<file path="src/design/u16x8_pkg.sv">
// Shared types, constants and UTF-16 / UTF-8 helper functions for the
// UTF-16LE string extractor. No dependencies.
`timescale 1ns / 1ps
`default_nettype none

package u16x8_pkg;

	localparam int MIN_W = 5;
	localparam logic [MIN_W-1:0] MIN_LEN_RST = 5'd4;

	localparam logic [15:0] CH_SPACE = 16'h0020;
	localparam logic [15:0] CH_TAB   = 16'h0009;
	localparam logic [15:0] CH_LF    = 16'h000A;
	localparam logic [15:0] CH_CR    = 16'h000D;
	localparam logic [15:0] HI_SURR_LO = 16'hD800;
	localparam logic [15:0] HI_SURR_HI = 16'hDBFF;
	localparam logic [15:0] LO_SURR_LO = 16'hDC00;
	localparam logic [15:0] LO_SURR_HI = 16'hDFFF;
	localparam logic [20:0] SUPP_BASE  = 21'h10000;

	// Controller -> datapath commands
	typedef struct packed {
		logic take_unit;
		logic clear_run;
		logic emit_byte;
	} cmd_t;

	// Datapath -> controller status
	typedef struct packed {
		logic unit_zero;
		logic unit_ctrl;
		logic eod;
		logic run_emit;
		logic str_end;
		logic out_free;
	} sts_t;

	// Control unit: below space, not tab, LF or CR
	function automatic logic is_ctrl(input logic [15:0] u);
		return (u < CH_SPACE) && (u != CH_TAB) && (u != CH_LF) && (u != CH_CR);
	endfunction

	// Index of the final UTF-8 byte of a code point (byte count minus one)
	function automatic logic [1:0] utf8_last(input logic [20:0] cp);
		logic [1:0] r;
		if (cp[20:16] != 5'd0) r = 2'd3;
		else if (cp[15:11] != 5'd0) r = 2'd2;
		else if (cp[10:7] != 4'd0) r = 2'd1;
		else r = 2'd0;
		return r;
	endfunction

	// Byte at position pos of the UTF-8 encoding of cp
	function automatic logic [7:0] utf8_byte_at(input logic [20:0] cp,
			input logic [1:0] last, input logic [1:0] pos);
		logic [7:0] b;
		logic [1:0] from_end;
		from_end = last - pos;
		if (pos == 2'd0) begin
			case (last)
				2'd0: b = {1'b0, cp[6:0]};
				2'd1: b = {3'b110, cp[10:6]};
				2'd2: b = {4'b1110, cp[15:12]};
				default: b = {5'b11110, cp[20:18]};
			endcase
		end else begin
			case (from_end)
				2'd0: b = {2'b10, cp[5:0]};
				2'd1: b = {2'b10, cp[11:6]};
				default: b = {2'b10, cp[17:12]};
			endcase
		end
		return b;
	endfunction

endpackage

`default_nettype wire

</file>
<file path="src/design/utf16le_string_extractor_utf8.sv">
// Top level of the UTF-16LE string extractor with UTF-8 output.
// Instantiates u16x8_ctrl and u16x8_dp; depends on u16x8_pkg.
//
//   channel  dir  handshake           payload
//   in       in   in_valid/in_stall   utf16_unit[15:0], end_of_data
//   out      out  out_valid/out_stall utf8_byte[7:0], last_byte, truncated
//   cfg      in   cfg_wr_en           cfg_wr_data[4:0] (min_length)
//
// A unit that does not end a run never stalls the input. A unit that ends an
// emitted run is followed by its UTF-8 bytes (1 to 4 per code point, up to
// 3 * MAX_UNITS per string), one byte per cycle from the single-byte encoder
// and output register; in_stall is high for that replay; out_stall pauses it.
// Reset clears the run, the output register and sets min_length to 4.
`timescale 1ns / 1ps
`default_nettype none

module utf16le_string_extractor_utf8 import u16x8_pkg::*; #(
	parameter int MAX_UNITS = 16
) (
	input  wire logic             clk,
	input  wire logic             arst_n,
	input  wire logic             in_valid,
	output logic                  in_stall,
	input  wire logic [15:0]      utf16_unit,
	input  wire logic             end_of_data,
	output logic                  out_valid,
	input  wire logic             out_stall,
	output logic [7:0]            utf8_byte,
	output logic                  last_byte,
	output logic                  truncated,
	input  wire logic             cfg_wr_en,
	input  wire logic [MIN_W-1:0] cfg_wr_data
);

	cmd_t cmd;
	sts_t sts;

	u16x8_ctrl u_ctrl (
		.clk      (clk),
		.arst_n   (arst_n),
		.in_valid (in_valid),
		.in_stall (in_stall),
		.sts      (sts),
		.cmd      (cmd)
	);

	u16x8_dp #(
		.MAX_UNITS (MAX_UNITS)
	) u_dp (
		.clk         (clk),
		.arst_n      (arst_n),
		.utf16_unit  (utf16_unit),
		.end_of_data (end_of_data),
		.cfg_wr_en   (cfg_wr_en),
		.cfg_wr_data (cfg_wr_data),
		.cmd         (cmd),
		.sts         (sts),
		.out_stall   (out_stall),
		.out_valid   (out_valid),
		.utf8_byte   (utf8_byte),
		.last_byte   (last_byte),
		.truncated   (truncated)
	);

endmodule

`default_nettype wire

</file>
<file path="src/design/u16x8_dp.sv">
// Datapath: unit store, run counters, min_length register, UTF-8 encoder
// and output register. Depends on u16x8_pkg.
`timescale 1ns / 1ps
`default_nettype none

module u16x8_dp import u16x8_pkg::*; #(
	parameter int MAX_UNITS = 16
) (
	input  wire logic             clk,
	input  wire logic             arst_n,
	input  wire logic [15:0]      utf16_unit,
	input  wire logic             end_of_data,
	input  wire logic             cfg_wr_en,
	input  wire logic [MIN_W-1:0] cfg_wr_data,
	input  wire cmd_t             cmd,
	output sts_t                  sts,
	input  wire logic             out_stall,
	output logic                  out_valid,
	output logic [7:0]            utf8_byte,
	output logic                  last_byte,
	output logic                  truncated
);

	localparam int CW = $clog2(MAX_UNITS + 2);
	localparam int IW = $clog2(MAX_UNITS);
	localparam int LW = (CW > MIN_W) ? CW : MIN_W;
	localparam logic [CW-1:0] CNT_MAX = CW'(MAX_UNITS);
	localparam logic [LW-1:0] OVF_LEN = LW'(MAX_UNITS + 1);

	logic [15:0]      store_q [MAX_UNITS];
	logic [CW-1:0]    count_q;
	logic             ovf_q;
	logic [1:0]       pos_q;
	logic [MIN_W-1:0] min_len_q;
	logic             out_valid_q;
	logic [7:0]       byte_q;
	logic             last_q;
	logic             trunc_q;

	logic [15:0]   cur, nxt;
	logic          full, pair, cp_end;
	logic [20:0]   cp;
	logic [1:0]    last_pos;
	logic [CW-1:0] step, cnt_nx;
	logic          ovf_nx;
	logic [LW-1:0] run_len;
	logic [7:0]    byte_nx;

	// Head of store and code point being replayed
	always_comb begin
		cur = store_q[0];
		nxt = store_q[1];
		full = (count_q == CNT_MAX);
		pair = (cur >= HI_SURR_LO) && (cur <= HI_SURR_HI) && (count_q >= CW'(2))
			&& (nxt >= LO_SURR_LO) && (nxt <= LO_SURR_HI);
		cp = pair ? (SUPP_BASE + {1'b0, cur[9:0], nxt[9:0]}) : {5'd0, cur};
		last_pos = utf8_last(cp);
		byte_nx = utf8_byte_at(cp, last_pos, pos_q);
		cp_end = (pos_q == last_pos);
		step = pair ? CW'(2) : CW'(1);
	end

	// Run length as it would stand after the present input unit
	always_comb begin
		cnt_nx = (utf16_unit == 16'd0 || full) ? count_q : count_q + CW'(1);
		ovf_nx = ovf_q | ((utf16_unit != 16'd0) & full);
		run_len = ovf_nx ? OVF_LEN : LW'(cnt_nx);
	end

	always_comb begin
		sts.unit_zero = (utf16_unit == 16'd0);
		sts.unit_ctrl = is_ctrl(utf16_unit);
		sts.eod       = end_of_data;
		sts.run_emit  = (cnt_nx != '0) && (run_len >= LW'(min_len_q));
		sts.str_end   = cp_end && (count_q == step);
		sts.out_free  = !out_valid_q || !out_stall;
	end

	// Control registers: counters, config, output valid
	always_ff @(posedge clk or negedge arst_n) begin
		if (!arst_n) begin
			count_q     <= '0;
			ovf_q       <= 1'b0;
			pos_q       <= 2'd0;
			min_len_q   <= MIN_LEN_RST;
			out_valid_q <= 1'b0;
		end else begin
			if (cfg_wr_en) min_len_q <= cfg_wr_data;
			if (cmd.clear_run) begin
				count_q <= '0;
				ovf_q   <= 1'b0;
				pos_q   <= 2'd0;
			end else if (cmd.take_unit) begin
				if (full) ovf_q <= 1'b1;
				else count_q <= count_q + CW'(1);
			end else if (cmd.emit_byte) begin
				if (cp_end) begin
					pos_q   <= 2'd0;
					count_q <= count_q - step;
				end else begin
					pos_q <= pos_q + 2'd1;
				end
			end
			if (cmd.emit_byte) out_valid_q <= 1'b1;
			else if (!out_stall) out_valid_q <= 1'b0;
		end
	end

	// Unit store: append on collect, shift down as code points are replayed
	always_ff @(posedge clk) begin
		if (cmd.take_unit && !full) begin
			store_q[count_q[IW-1:0]] <= utf16_unit;
		end else if (cmd.emit_byte && cp_end) begin
			for (int i = 0; i < MAX_UNITS; i++) begin
				if (pair) begin
					if (i + 2 < MAX_UNITS) store_q[i] <= store_q[i + 2];
				end else begin
					if (i + 1 < MAX_UNITS) store_q[i] <= store_q[i + 1];
				end
			end
		end
	end

	// Output register payload
	always_ff @(posedge clk) begin
		if (cmd.emit_byte) begin
			byte_q  <= byte_nx;
			last_q  <= sts.str_end;
			trunc_q <= ovf_q;
		end
	end

	assign out_valid = out_valid_q;
	assign utf8_byte = byte_q;
	assign last_byte = last_q;
	assign truncated = trunc_q;

	a_count_bound: assert property (@(posedge clk) disable iff (!arst_n)
		count_q <= CNT_MAX) else $error("unit count above store depth");
	a_ovf_held: assert property (@(posedge clk) disable iff (!arst_n)
		ovf_q |-> (count_q != '0)) else $error("overflow with empty store");
	a_pos_range: assert property (@(posedge clk) disable iff (!arst_n)
		(count_q != '0) |-> (pos_q <= last_pos)) else $error("byte position past code point");

endmodule

`default_nettype wire

</file>
<file path="src/design/u16x8_ctrl.sv">
// Controller: collect / replay state machine, input stall and datapath
// commands. Depends on u16x8_pkg.
`timescale 1ns / 1ps
`default_nettype none

module u16x8_ctrl import u16x8_pkg::*; (
	input  wire logic clk,
	input  wire logic arst_n,
	input  wire logic in_valid,
	output logic      in_stall,
	input  wire sts_t sts,
	output cmd_t      cmd
);

	localparam logic [0:0] ST_IDLE = 1'b0;
	localparam logic [0:0] ST_EMIT = 1'b1;

	logic [0:0] state_q, state_d;

	// Next state and commands
	always_comb begin
		cmd = '0;
		state_d = state_q;
		in_stall = (state_q == ST_EMIT);
		unique case (state_q)
			ST_IDLE: begin
				if (in_valid) begin
					if (sts.unit_zero) begin
						if (sts.run_emit) state_d = ST_EMIT;
						else cmd.clear_run = 1'b1;
					end else if (sts.unit_ctrl) begin
						cmd.clear_run = 1'b1;
					end else begin
						cmd.take_unit = 1'b1;
						if (sts.eod) begin
							if (sts.run_emit) state_d = ST_EMIT;
							else cmd.clear_run = 1'b1;
						end
					end
				end
			end
			ST_EMIT: begin
				if (sts.out_free) begin
					cmd.emit_byte = 1'b1;
					if (sts.str_end) begin
						cmd.clear_run = 1'b1;
						state_d = ST_IDLE;
					end
				end
			end
			default: state_d = ST_IDLE;
		endcase
	end

	always_ff @(posedge clk or negedge arst_n) begin
		if (!arst_n) state_q <= ST_IDLE;
		else state_q <= state_d;
	end

	a_no_mix: assert property (@(posedge clk) disable iff (!arst_n)
		!(cmd.take_unit && cmd.emit_byte)) else $error("collect and replay together");
	a_idle_hold: assert property (@(posedge clk) disable iff (!arst_n)
		(state_q == ST_IDLE && !in_valid) |=> (state_q == ST_IDLE))
		else $error("replay started without a transfer");
	a_emit_hold: assert property (@(posedge clk) disable iff (!arst_n)
		(state_q == ST_EMIT && !(sts.out_free && sts.str_end)) |=> (state_q == ST_EMIT))
		else $error("replay left before final byte");

endmodule

`default_nettype wire

</file>
<file path="config.mk">
export PLATFORM = sky130hd
export DESIGN_NAME = utf16le_string_extractor_utf8
export DESIGN_NICKNAME = d
export VERILOG_FILES = /design/src/design/u16x8_pkg.sv /design/src/design/utf16le_string_extractor_utf8.sv /design/src/design/u16x8_dp.sv /design/src/design/u16x8_ctrl.sv
export SDC_FILE = /design/constraint.sdc
export NUM_CORES = 1
export LEC_CHECK = 0
export BUFFER_PORTS_ARGS = -buffer_cell sky130_fd_sc_hd__buf_2
export CELL_PAD_IN_SITES_DETAIL_PLACEMENT = 0
export CELL_PAD_IN_SITES_GLOBAL_PLACEMENT = 1
export CORE_MARGIN = 1.5
export CORE_UTILIZATION = 50
export DETAILED_ROUTE_END_ITERATION = 7
export GPL_TIMING_DRIVEN = 0
export PLACE_DENSITY = 0.82
export SKIP_LAST_GASP = 1
export SYNTH_ARGS = -nofsm -noshare
export SYNTH_HDL_FRONTEND = slang
export SYNTH_SLANG_ARGS = --single-unit
export TNS_END_PERCENT = 100
</file>
<file path="constraint.sdc">
create_clock -name clk -period 5.78 [get_ports clk]
set_input_delay 0.578 -clock clk [delete_from_list [all_inputs] [get_ports clk]]
set_output_delay 0.578 -clock clk [all_outputs]
set_load 0.1 [all_outputs]
</file>
Word level (Yosys, flattened, before mapping)
Memories as Yosys holds them, arrays and structs flattened.
Cells that the tools add are included.
Storage, ports and cells
  output and inout bits: 12
  bits in registers: 25
  input bits: 27
  memories kept: 1
  logic and storage cells: 156
  memory bits (writable): 256
Memory list
  u_dp.store_q: depth 16, bits a word 16, read ports 16, clocked after Yosys merged registers in 0, write ports 15, line u16x8_dp.sv:30  | logic [15:0] store_q [MAX_UNITS];
Cells by class
  bitwise operators: 17
  $add $sub $neg: 5
  mux-type cells: 71
  $lt $le $gt $ge: 7
  equal/unequal tests: 12
  reductions and logical operators: 34
Operators by type and width (number)
  $mux 16: 15
  $ne 16x4->1 const B: 3
  $mux 5: 7
  $mux 1: 33
  $ge 16x16->1 const B: 2
  $le 16x16->1 const B: 2
  $pmux 8 s3: 1
  $add 17x20->21 const A: 1
  $mux 21: 1
  $mux 2: 9
  $logic_not 16->1: 1
  $lt 16x6->1 const B: 1
  $reduce_bool 16->1: 1
  $reduce_or 16->1: 1
  $or 1x1->1: 15
  $reduce_bool 5->1: 3
  $pmux 6 s2: 1
  $logic_and 1x1->1: 11
  $mux 8: 1
  $logic_not 2->1: 3
  $reduce_bool 2->1: 3
  $reduce_bool 3->1: 2
  $add 5x1->5 const B: 1
  $eq 5x5->1: 1
  21 further kinds: 27

Longest topological paths before layout
Gate-level depths: netlist (run 1).
An unclocked memory read counts as a cell.
  depth after elaboration: 23
  gate-level depth with buffers: 18

By module
From an unflattened synthesis (run 1), not the netlist that was laid out.
Unflattened totals
  cell total of the unflattened synthesis: 1352
  area total of the unflattened synthesis: 16285.6 µm²
Modules (own cells, without submodules)
  u16x8_dp: cells an instance 1339, area an instance 16181.8 µm², instances 1
  u16x8_ctrl: cells an instance 13, area an instance 103.8 µm², instances 1

Worst setup path after synthesis (run 1)
No wires, ideal clock.
  path type: register to register
  start point: register u_dp.count_q[0]
  end point: memory u_dp.store_q[7][0], enable pin
  arrival: 4.368 ns
  stages on the path, launching flop included: 19
  data required time: 5.413 ns
  path slack: 1.044 ns
  library setup time: 0.367 ns
  buffers on the path: 7
  path through: dfrtp_1 > inv_1 > ha_1 > nor3_1 > a2111oi_2 > buf_4 > buf_4 > buf_4 > buf_2 > nand2_1 > nand2_1 > inv_1 > ha_1 > clkinv_1 > a211oi_4 > buf_6 > buf_6 > buf_6 > a21o_1
RTL lines
  from (decl): line u16x8_dp.sv:31  | logic [CW-1:0] count_q;
  from (signal assigned): line u16x8_dp.sv:95  | else count_q <= count_q + CW'(1);
  from (signal assigned): line u16x8_dp.sv:99  | count_q <= count_q - step;
  to (decl): line u16x8_dp.sv:30

==> results.toml, run 1 <==
[routing]
drcViolationCount = 0
met2WireLength_um = 20040
wl_um = 44780
wl_met3_um = 4779
wl_met1_um = 18690
ant_nets = 0
vias = 11820
first_iter_violations = 1400
vias_per_cell = 6.267
routed.top_layer = "met4"
wl_per_cell_um = 23.74
drt_first_pass_iters = 6

[clock_tree]
cts_tree = "built"
clk_path_buf_depth = 3
cts.htree.levels = 1
clkTransAtPathRegs_ns = 0.07
cts.sinks = 281
root_buffer = "clkbuf_16"
numCtsBuffers = 31
clock_latency_ns = 0.58

[final_layout]
antenna_cells = 0
finalNonFillerCells = 1886
nNetsFinal = 1527
final_core_util_pct = 57.14
layout-drive-gt1-share_pct = 14.18
final_common_cell = "nand2_1"
final_cell_mix = "479 x nand2_1, 266 x edfxtp_1, 225 x a31oi_1"
syn2layout_area_growth_pct = 12.73

[synth]
async_flop_share_pct = 5.338
synth-simple-area-share_pct = 16.65
synth-edff-count = 266
syn_avg_cell_area_um2 = 10.33
yosysWarnings = 0
synth_fa_ha_area_share_pct = 1.863
synth_flop_cell = "edfxtp_1"
ys_seq_area_share_pct = 57.64
synth_xor_area_share_pct = 0.4829
synth_top_area_cell = "edfxtp_1"
synth_nets = 1453
synth_compound_area_share_pct = 14.95
synth_cell_types = 65
synth_top_area_share_pct = 55.05
yosys-top-cells-area = "edfxtp_1 55%, nand2_1 12%, a31oi_1 9.7%, dfrtp_1 2.4%, buf_6 2.2%"
muxShareOfSynthArea_pct = 3.009
syn_area_um2 = 14510
synth_top_family_by_area = "simple AND/OR/NAND/NOR gates"
netlist_instances = 1405
ys_ff_latch = 281

[setup_path]
cp.required_ns = 6.04
arrival_ns = 5.81
path_class = "flop to flop"
startpoint = "u_dp.count_q[0]$_DFFE_PN0P_"
r2r-end = "u_dp.store_q[7][3]$_DFFE_PP_"
crit_path_end = "u_dp.store_q[7][3]$_DFFE_PP_"
cpPeakStageDelay_ns = 0.53
worstReg2RegStart = "u_dp.count_q[0]$_DFFE_PN0P_"
worst_path_most_repeated_cell = "buf_4"
crit_slowest_cell = "a211oi_4"
r2r_cells = 19
r2r_slack_ns = 0.23
startpoint_type = "flop"
end_kind = "flop"
path_max_fanout = 16
cp_cell_sequence = "inv_1 > ha_1 > nor3_2 > a2111oi_4 > buf_4 > buf_4 > buf_4 > buf_4 > buf_2 > nand2_1 > nand2_1 > inv_1 > ha_1 > clkinv_1 > a211oi_4 > buf_6 > buf_6 > buf_6 > a21o_4"

[placed_design]
place_inst = 1826
io_buffers = 37
hpwl_um = 32320
place.gp.congestion = 0.9139

[power_and_ir_drop]
ir_drop_uv = 305.5
p_leak_nw = 5.947
power_per_cell_area_nw_per_um2 = 449.8
total_power_mw = 7.358

[floorplanning]
top_level_ports = 39
core-area_um2 = 28630
row_count = 62
die_x_um = 173.4
dieArea_um2 = 30050
start_util_pct = 50.69
fp.dieH_um = 173.4

[global_route]
grt_pass1_vias = 11181
grt_max_degree = 18
grt_usage_pct = 29.36
grt-ovfl-total = 0
grt_pass1_wl_um = 67130
antenna_found_initial = 1

[min_path]
hold_path_class = "input port to flop"

[job]
max_cap_violations = 0

[sta]
rsz0062_at_grt = "false"
holdWs_ns = 0.2107
worst_slew_pin_slew_ns = 0.8580
tns_ns = 0
finClkSkew_ns = 0.02471
max_freq_mhz = 180.2
slew_violations = 0
setup_viol = 0
slew_headroom_pct = 42.80
fin_crit_ns = 5.550
finalHoldViolations = 0
fin_crit_sh_pct = 96.02

[run_status]
status = "finished clean"
cells in the mapped netlist, types with 14 or more instances:
master	n
a31oi_1	225
nand2_1	480
nor2_1	41
ha_1	20
buf_2	32
dfrtp_1	14
a21oi_1	20
edfxtp_1	266
inv_1	24
mux2_2	17
o21ai_0	16
buf_6	28
clkbuf_1	49
cell families after synthesis:
family	after synthesis
compound gates	325
xor+xnor	8
flops	281
buf+inv	139
mux	37
simple gates	594
fa+ha+maj	21
metrics by stage:
| stage | area (um2) | setup slack (ns) |
|---|---|---|
| 2_1_floorplan | 14510 | 1.044 |
| 3_3_place_gp | 15180 | -0.5397 |
| 3_5_place_dp | 15180 | -0.5801 |
| 4_1_cts | 16250 | 0.1106 |
| 5_1_grt | 16360 | 0.01005 |
| 6_report | 16360 | 0.2302 |
worst max-delay path, delay by kind of cell (launching register included):
family	cells	cell delay [ns]
AOI/OAI and AO/OA	3	1.10
DFF	1	0.48
adders and majority gates	2	0.75
buffers and inverters	11	2.51
and+or+nand+nor	3	0.38
flip-flops by register name (all words and copies together) (netlist names):
name,cells
u_dp.last_byte,1
u_dp.ovf_q,1
u_ctrl.in_stall,1
u_dp.out_valid,1
u_dp.min_len_q,5
u_dp.count_q,5
u_dp.pos_q,2
u_dp.store_q,256
u_dp.utf8_byte,8
u_dp.truncated,1
power breakdown:
group	leakage [nW]	internal, mW	switching, mW
Clock	0.483	1.16	0.860
Combinational	2.87	0.680	1.59
Sequential	2.60	2.83	0.242
area by class of cell:
cell class / instances / area [um2]
buffer: 113 / 685.7
clock buffer: 35 / 790.8
clock inverter: 21 / 225.2
fill: 2491 / 12270
inverter: 26 / 97.59
multi-input combinational: 985 / 5495
sequential: 281 / 8364
tap: 384 / 480.5
timing repair buffer: 41 / 217.7
worst min path at each step:
stage	from	to	slack, ns	cells after the start
floorplan	arst_n	u_ctrl.in_stall$_DFF_PN0_	0.28	0
global placement	u_dp.out_valid$_DFFE_PN0P_	u_dp.out_valid$_DFFE_PN0P_	0.49	2
detailed placement	u_dp.min_len_q[0]$_DFFE_PN0P_	u_dp.min_len_q[0]$_DFFE_PN0P_	0.50	1
CTS	cfg_wr_data[4]	u_dp.min_len_q[4]$_DFFE_PN0P_	0.20	3
global route	cfg_wr_data[3]	u_dp.min_len_q[3]$_DFFE_PN0P_	0.23	3
finish	cfg_wr_data[4]	u_dp.min_len_q[4]$_DFFE_PN0P_	0.21	3
repair_timing:
item,4_1_cts,5_1_grt
pin swaps,0,1
buffers inserted,0,3
endpoints found under the setup margin,243,248
cloned,0,0
endpoints found under the hold margin,14,0
hold buffers,1,0
resized for setup,18,10
layer usage:
metal  vias up  global-route usage [%]
met3        78                   7.259
met4         0                   9.275
li1       5307                       -
met2       602                   44.68
met1      5833                   41.47
met5         -                       0
Power figures use the tool's default switching activity.
==> run 2: changes to the inputs <==
--- a/config.mk
+++ b/config.mk
@@ -6,13 +6,11 @@
 export NUM_CORES = 1
 export LEC_CHECK = 0
 export BUFFER_PORTS_ARGS = -buffer_cell sky130_fd_sc_hd__buf_2
-export CELL_PAD_IN_SITES_DETAIL_PLACEMENT = 0
-export CELL_PAD_IN_SITES_GLOBAL_PLACEMENT = 1
 export CORE_MARGIN = 1.5
 export CORE_UTILIZATION = 50
 export DETAILED_ROUTE_END_ITERATION = 7
 export GPL_TIMING_DRIVEN = 0
-export PLACE_DENSITY = 0.82
+export PLACE_DENSITY = 0.68
 export SKIP_LAST_GASP = 1
 export SYNTH_ARGS = -nofsm -noshare
 export SYNTH_HDL_FRONTEND = slang
==> run 2 against run 1 <==
  * Critical path depth is the same
  * Routed wire length down 1.6%
  * Sequential share of layout area up 0.066 points
  * Worst hold slack better by 0.057 ns
  * Clock power shrank 2%
  * Sequential power hardly changed
  * Combinational power barely moved
  * Register-to-register slack hardly changed
  * Critical endpoint unchanged
  * Largest power group unchanged
==> results.toml, run 2 (synthesized netlist as in run 1, its figures left out) <==
[sta]
worst_slew_pin_slew_ns = 0.8371
finClkSkew_ns = 0.02364
fin_crit_ns = 5.545
slew_headroom_pct = 44.19
fin_crit_sh_pct = 95.93
setup_viol = 0
max_freq_mhz = 180.4
setup_slack_ns = 0.2353
slew_violations = 0
holdWs_ns = 0.2673
finalHoldViolations = 0

[routing]
vias_per_cell = 6.301
vias = 11908
wl_per_cell_um = 23.32
drt_first_pass_iters = 5
ant_nets = 0
drcViolationCount = 0
first_iter_violations = 1621
wl_um = 44070

[global_route]
met2_usage_pct = 43.99
grt_max_degree = 18
top_usage_layer = "met2"
met1_usage_pct = 39.75
grt.met3_usage_pct = 8.289
antenna_found_initial = 1
grt-ovfl-total = 0
grt_usage_pct = 28.99
grt_pass1_vias = 11169
grt_pass1_wl_um = 66100

[clock_tree]
clkTransAtPathRegs_ns = 0.06
cts.sinks = 281
cts_tree = "built"
clock_latency_ns = 0.53
numCtsBuffers = 34
cts.htree.levels = 2
clk_path_buf_depth = 3
root_buffer = "clkbuf_16"

[placed_design]
pre_cts_slack_ns = -0.5712
hpwl_um = 31700
place.gp.congestion = 0.9484
placed_cell_area_um2 = 15180
io_buffers = 37

[setup_path]
cp.required_ns = 5.97
worstReg2RegStart = "u_dp.count_q[0]$_DFFE_PN0P_"
path_class = "flop to flop"
arrival_ns = 5.74
startpoint_type = "flop"
cpPeakStageDelay_ns = 0.49
worst_path_most_repeated_cell = "buf_4"
r2r_slack_ns = 0.24
cp_cell_sequence = "inv_1 > ha_1 > nor3_2 > a2111oi_4 > buf_4 > buf_4 > buf_4 > buf_4 > buf_2 > nand2_1 > nand2_1 > inv_1 > ha_1 > clkinv_1 > a211oi_4 > buf_6 > buf_6 > buf_6 > a21o_4"
crit_slowest_cell = "a211oi_4"
r2r-end = "u_dp.store_q[7][3]$_DFFE_PP_"
path_max_fanout = 16
r2r_cells = 19
end_kind = "flop"

[floorplanning]
die_x_um = 173.4
fp.dieH_um = 173.4
start_util_pct = 50.69
row_count = 62
core-area_um2 = 28630
dieArea_um2 = 30050
top_level_ports = 39

[min_path]
worstHoldPathCells = 3
whs_endpoint = "u_dp.min_len_q[4]$_DFFE_PN0P_"
hold_path_class = "input port to flop"
min_from = "cfg_wr_data[4]"

[final_layout]
nNetsFinal = 1528
design_area_um2 = 16340
n_fill_cell = 2424
final_cell_mix = "479 x nand2_1, 266 x edfxtp_1, 225 x a31oi_1"
top_register = "u_dp.store_q"
antenna_cells = 0
syn2layout_area_growth_pct = 12.58
final_common_cell = "nand2_1"
layout-drive-gt1-share_pct = 13.88
largest_reg_flops = 256

[power_and_ir_drop]
total_power_mw = 7.319
power_per_cell_area_nw_per_um2 = 448.0
ir_drop_uv = 284.5
p_leak_nw = 5.952

[job]
max_cap_violations = 0

[run_status]
status = "finished clean"
[run 2: layout make-up]
class | count | area [um2] | share of cell area [%]
buffer | 112 | 681.9 | 4.174
clock buffer | 43 | 894.6 | 5.476
clock inverter | 19 | 111.4 | 0.6817
inverter | 26 | 97.59 | 0.5974
multi-input combinational | 985 | 5495 | 33.64
sequential | 281 | 8364 | 51.20
tap | 384 | 480.5 | 2.941
timing repair buffer | 40 | 210.2 | 1.287
[run 2: how the worst max path moves through the flow]
| stage | start | endpoint | slack [ns] | cells past startpoint |
|---|---|---|---|---|
| 4_1_cts | u_dp.count_q[0]$_DFFE_PN0P_ | u_dp.store_q[9][3]$_DFFE_PP_ | 0.12 | 17 |
| 2_1_floorplan | u_dp.count_q[0]$_DFFE_PN0P_ | u_dp.store_q[7][0]$_DFFE_PP_ | 1.04 | 18 |
| 6_report | u_dp.count_q[0]$_DFFE_PN0P_ | u_dp.store_q[7][3]$_DFFE_PP_ | 0.24 | 19 |
| 5_1_grt | u_dp.count_q[0]$_DFFE_PN0P_ | u_dp.store_q[7][3]$_DFFE_PP_ | -0.01 | 19 |
| 3_5_place_dp | u_dp.count_q[0]$_DFFE_PN0P_ | u_dp.store_q[7][2]$_DFFE_PP_ | -0.57 | 18 |
| 3_3_place_gp | u_dp.count_q[0]$_DFFE_PN0P_ | u_dp.store_q[7][2]$_DFFE_PP_ | -0.54 | 18 |
[run 2: worst max-delay path, delay by kind of cell (launching register included)]
kind | cells | cell delay [ns]
buffers and inverters | 11 | 2.49
AOI/OAI and AO/OA | 3 | 1.08
adders and majority gates | 2 | 0.75
DFF | 1 | 0.48
and+or+nand+nor | 3 | 0.38
[run 2: power by group]
part           internal, mW  switching, mW
sequential             2.83          0.247
combinational         0.681           1.58
clock                  1.11          0.870
total                  4.62           2.70
[run 2: per-stage QoR]
step	util [%]	cells	TNS (ns)
2_1_floorplan	-	1405	0
3_3_place_gp	53.02	1826	-75.22
3_5_place_dp	53.02	1826	-88.59
4_1_cts	56.72	1889	0
5_1_grt	57.07	1890	-0.1229
6_report	57.07	1890	0
[run 2: what timing repair did]
item / in CTS / in global routing
setup buffers: 0 / 2
endpoints found under the hold margin: 14 / 0
hold buffers: 1 / 0
setup endpoints to repair: 242 / 270
gates resized for setup: 18 / 10
pin swaps: 0 / 2
[run 2: metal layers]
layer  up-vias  wire length, um
met5         -                0
met4         0             1312
met3        91             5018
met2       712            19800
met1      5799            17940
li1       5306                -
==> run 3: changes to the inputs <==
--- a/config.mk
+++ b/config.mk
@@ -5,12 +5,13 @@
 export SDC_FILE = /design/constraint.sdc
 export NUM_CORES = 1
 export LEC_CHECK = 0
+export ABC_AREA = 1
 export BUFFER_PORTS_ARGS = -buffer_cell sky130_fd_sc_hd__buf_2
 export CORE_MARGIN = 1.5
 export CORE_UTILIZATION = 50
 export DETAILED_ROUTE_END_ITERATION = 7
 export GPL_TIMING_DRIVEN = 0
-export PLACE_DENSITY = 0.68
+export PLACE_DENSITY = 0.74
 export SKIP_LAST_GASP = 1
 export SYNTH_ARGS = -nofsm -noshare
 export SYNTH_HDL_FRONTEND = slang
==> run 3 against run 2 <==
  * Sequential share of layout area is 2.1 points higher
  * Fmax is 8.6% higher
  * Die area is 4.1% lower
  * Register-to-register slack better by 0.44 ns
  * Total power is 4.8% lower
  * Utilization is 0.88 points higher
  * Worst hold slack worse by 0.062 ns
  * Critical path depth is 1 lower
  * Clock power is 2% higher
==> results.toml, run 3 <==
[clock_tree]
cts_resized = 0
clkTransAtPathRegs_ns = 0.06
clock_latency_ns = 0.59
cts.sinks = 281
root_buffer = "clkbuf_16"
numCtsBuffers = 30
clk_path_buf_depth = 3
cts.htree.levels = 1
cts_tree = "built"

[global_route]
grt.met3_usage_pct = 3.078
met1_usage_pct = 30.01
top_usage_layer = "met2"
met2_usage_pct = 41.32
antenna_found_initial = 0
grt_pass1_wl_um = 51790
grt_usage_pct = 23.20
grt_max_degree = 18
grt_pass1_vias = 9895
grt-ovfl-total = 0

[routing]
drt_first_pass_iters = 7
vias = 10255
drcViolationCount = 0
vias_per_cell = 5.251
ant_nets = 0
first_iter_violations = 1018
wl_um = 32600
wl_per_cell_um = 16.69

[final_layout]
layout-drive-gt1-share_pct = 11.95
final_core_util_pct = 57.95
syn2layout_area_growth_pct = 12.95
final_cell_mix = "622 x nand2_1, 268 x nand3_1, 266 x edfxtp_1"
antenna_cells = 0
largest_reg_flops = 256
final_common_cell = "nand2_1"
n_fill_cell = 2383
top_register = "u_dp.store_q"
nNetsFinal = 1607

[synth]
yosysWarnings = 0
syn_area_um2 = 13900
synth_top_area_cell = "edfxtp_1"
synth-edff-count = 266
yosysMostFrequentCell = "nand2_1"
synth_flop_cell = "edfxtp_1"
async_flop_share_pct = 5.338
synthTopCellsByCount = "622 x nand2_1, 268 x nand3_1, 266 x edfxtp_1, 60 x inv_1, 40 x nor2_1"
ys_seq_area_share_pct = 60.15
synth_top_area_share_pct = 57.45
ys_ff_latch = 281
yosys-top-cells-area = "edfxtp_1 57%, nand2_1 17%, nand3_1 9.6%, dfrtp_1 2.5%, ha_1 1.8%"
synth_nets = 1528
syn_avg_cell_area_um2 = 9.395
netlist_instances = 1480
synth_cell_types = 42

[sta]
worst_slew_pin_slew_ns = 1.301
rsz0062_at_grt = "false"
setup_viol = 0
slew_headroom_pct = 12.93
setup_slack_ns = 0.6732
max_freq_mhz = 195.8
fin_crit_ns = 5.107
finClkSkew_ns = 0.04964
finalHoldViolations = 0
tns_ns = 0
fin_crit_sh_pct = 88.35
slew_violations = 0

[setup_path]
r2r_slack_ns = 0.67
worstReg2RegStart = "u_dp.count_q[0]$_DFFE_PN0P_"
path_max_fanout = 16
arrival_ns = 5.23
startpoint_type = "flop"
end_kind = "flop"
r2r_cells = 18
r2r-end = "u_dp.store_q[0][9]$_DFFE_PP_"
path_class = "flop to flop"
cp.required_ns = 5.90

[floorplanning]
fp.dieH_um = 169.8
core-area_um2 = 27100
dieArea_um2 = 28820
row_count = 60
start_util_pct = 51.31
die_x_um = 169.8
top_level_ports = 39

[min_path]
hold_path_class = "input port to flop"
worstHoldPathCells = 3
whs_endpoint = "u_dp.min_len_q[1]$_DFFE_PN0P_"
min_from = "cfg_wr_data[1]"

[run_status]
status = "finished clean"

[placed_design]
place.gp.congestion = 0.8573
io_buffers = 37
hpwl_um = 24900
pre_cts_slack_ns = 0.8192

[power_and_ir_drop]
power_per_cell_area_nw_per_um2 = 443.7
ir_drop_uv = 290.9
p_leak_nw = 5.978

[job]
max_cap_violations = 0
-- run 3: changes by cell type after synthesis, sizes merged, moves of 20 or more --
cell,previous run,this run
a31oi,225,1
clkbuf,49,5
inv,24,63
mux2,26,1
nand2,481,629
nand3,10,271
o21ai,18,38
-- run 3: kinds of logic (layout without fill, tap and decap cells) --
group | after synthesis | count (layout) | share of synthesized area, %
simple gates | 961 | 961 | 29.25
buf+inv | 142 | 243 | 5.480
flops | 281 | 281 | 60.15
fa+ha+maj | 21 | 21 | 1.944
xor+xnor | 6 | 6 | 0.3779
compound gates | 68 | 68 | 2.718
mux | 1 | 1 | 0.08098
-- run 3: power by group --
part           total (mW)  leakage, nW  internal [mW]  switching, mW
Combinational        1.97         2.87          0.532           1.43
Sequential           2.98         2.60           2.79          0.185
Clock                2.02        0.501           1.22          0.807
-- run 3: critical path: stages (launching register included) --
cell	delay, ns
dfrtp_1	0.47
inv_1	0.19
ha_1	0.21
nor2_1	0.07
nand3_2	0.14
inv_1	0.05
nor2_1	0.30
clkbuf_1	0.48
nor2_1	0.08
a21oi_1	0.13
inv_1	0.10
o41ai_1	0.32
nand2_1	0.17
inv_1	0.17
ha_1	0.30
nand3_4	0.19
buf_4	0.25
buf_1	0.45
nand2_1	0.58
-- run 3: worst max-delay path by stage --
stage	start	end	slack [ns]	cells past startpoint
final	u_dp.count_q[0]$_DFFE_PN0P_	u_dp.store_q[0][9]$_DFFE_PP_	0.67	18
after global routing	u_dp.count_q[0]$_DFFE_PN0P_	u_dp.store_q[0][11]$_DFFE_PP_	0.36	18
after CTS	u_dp.count_q[0]$_DFFE_PN0P_	u_dp.store_q[0][9]$_DFFE_PP_	0.76	18
after detailed placement	u_dp.count_q[0]$_DFFE_PN0P_	u_dp.store_q[0][9]$_DFFE_PP_	0.82	18
after global placement	u_dp.count_q[0]$_DFFE_PN0P_	u_dp.store_q[13][11]$_DFFE_PP_	0.49	18
after floorplan	u_dp.count_q[0]$_DFFE_PN0P_	u_dp.store_q[12][0]$_DFFE_PP_	1.80	18
-- run 3: what timing repair did --
| item | CTS | global route |
|---|---|---|
| buffers inserted | 0 | 0 |
| hold buffers | 1 | 0 |
| setup endpoints to repair | 0 | 0 |
| endpoints found under the hold margin | 14 | 0 |
-- run 3: area by class of cell --
cell class | instances | area, um2 | share of cell area [%]
Sequential cell | 281 | 8364 | 53.26
Multi-Input combinational cell | 1057 | 4803 | 30.58
Clock buffer | 39 | 814.5 | 5.186
Buffer | 79 | 525.5 | 3.346
Tap cell | 372 | 465.4 | 2.964
Timing Repair Buffer | 47 | 270.3 | 1.721
Inverter | 63 | 236.5 | 1.506
Clock inverter | 15 | 225.2 | 1.434
-- run 3: routing by layer --
metal | wire length, um | share of wire, %
met1 | 13610 | 42
met2 | 16390 | 50
met3 | 2029 | 6.2
met4 | 571 | 1.8
met5 | 0 | 0
-- run 3: through the flow --
stage               hold slack, ns  instances  cell area, um2  power, mW
floorplan                   0.2824       1480           13900      4.418
global placement            0.4696       1889           14560      4.881
detailed placement          0.4779       1898           14660      4.969
CTS                         0.1859       1953           15710      6.983
global route                0.2024       1953           15710      7.302
finish                      0.2050       1953           15710      6.968
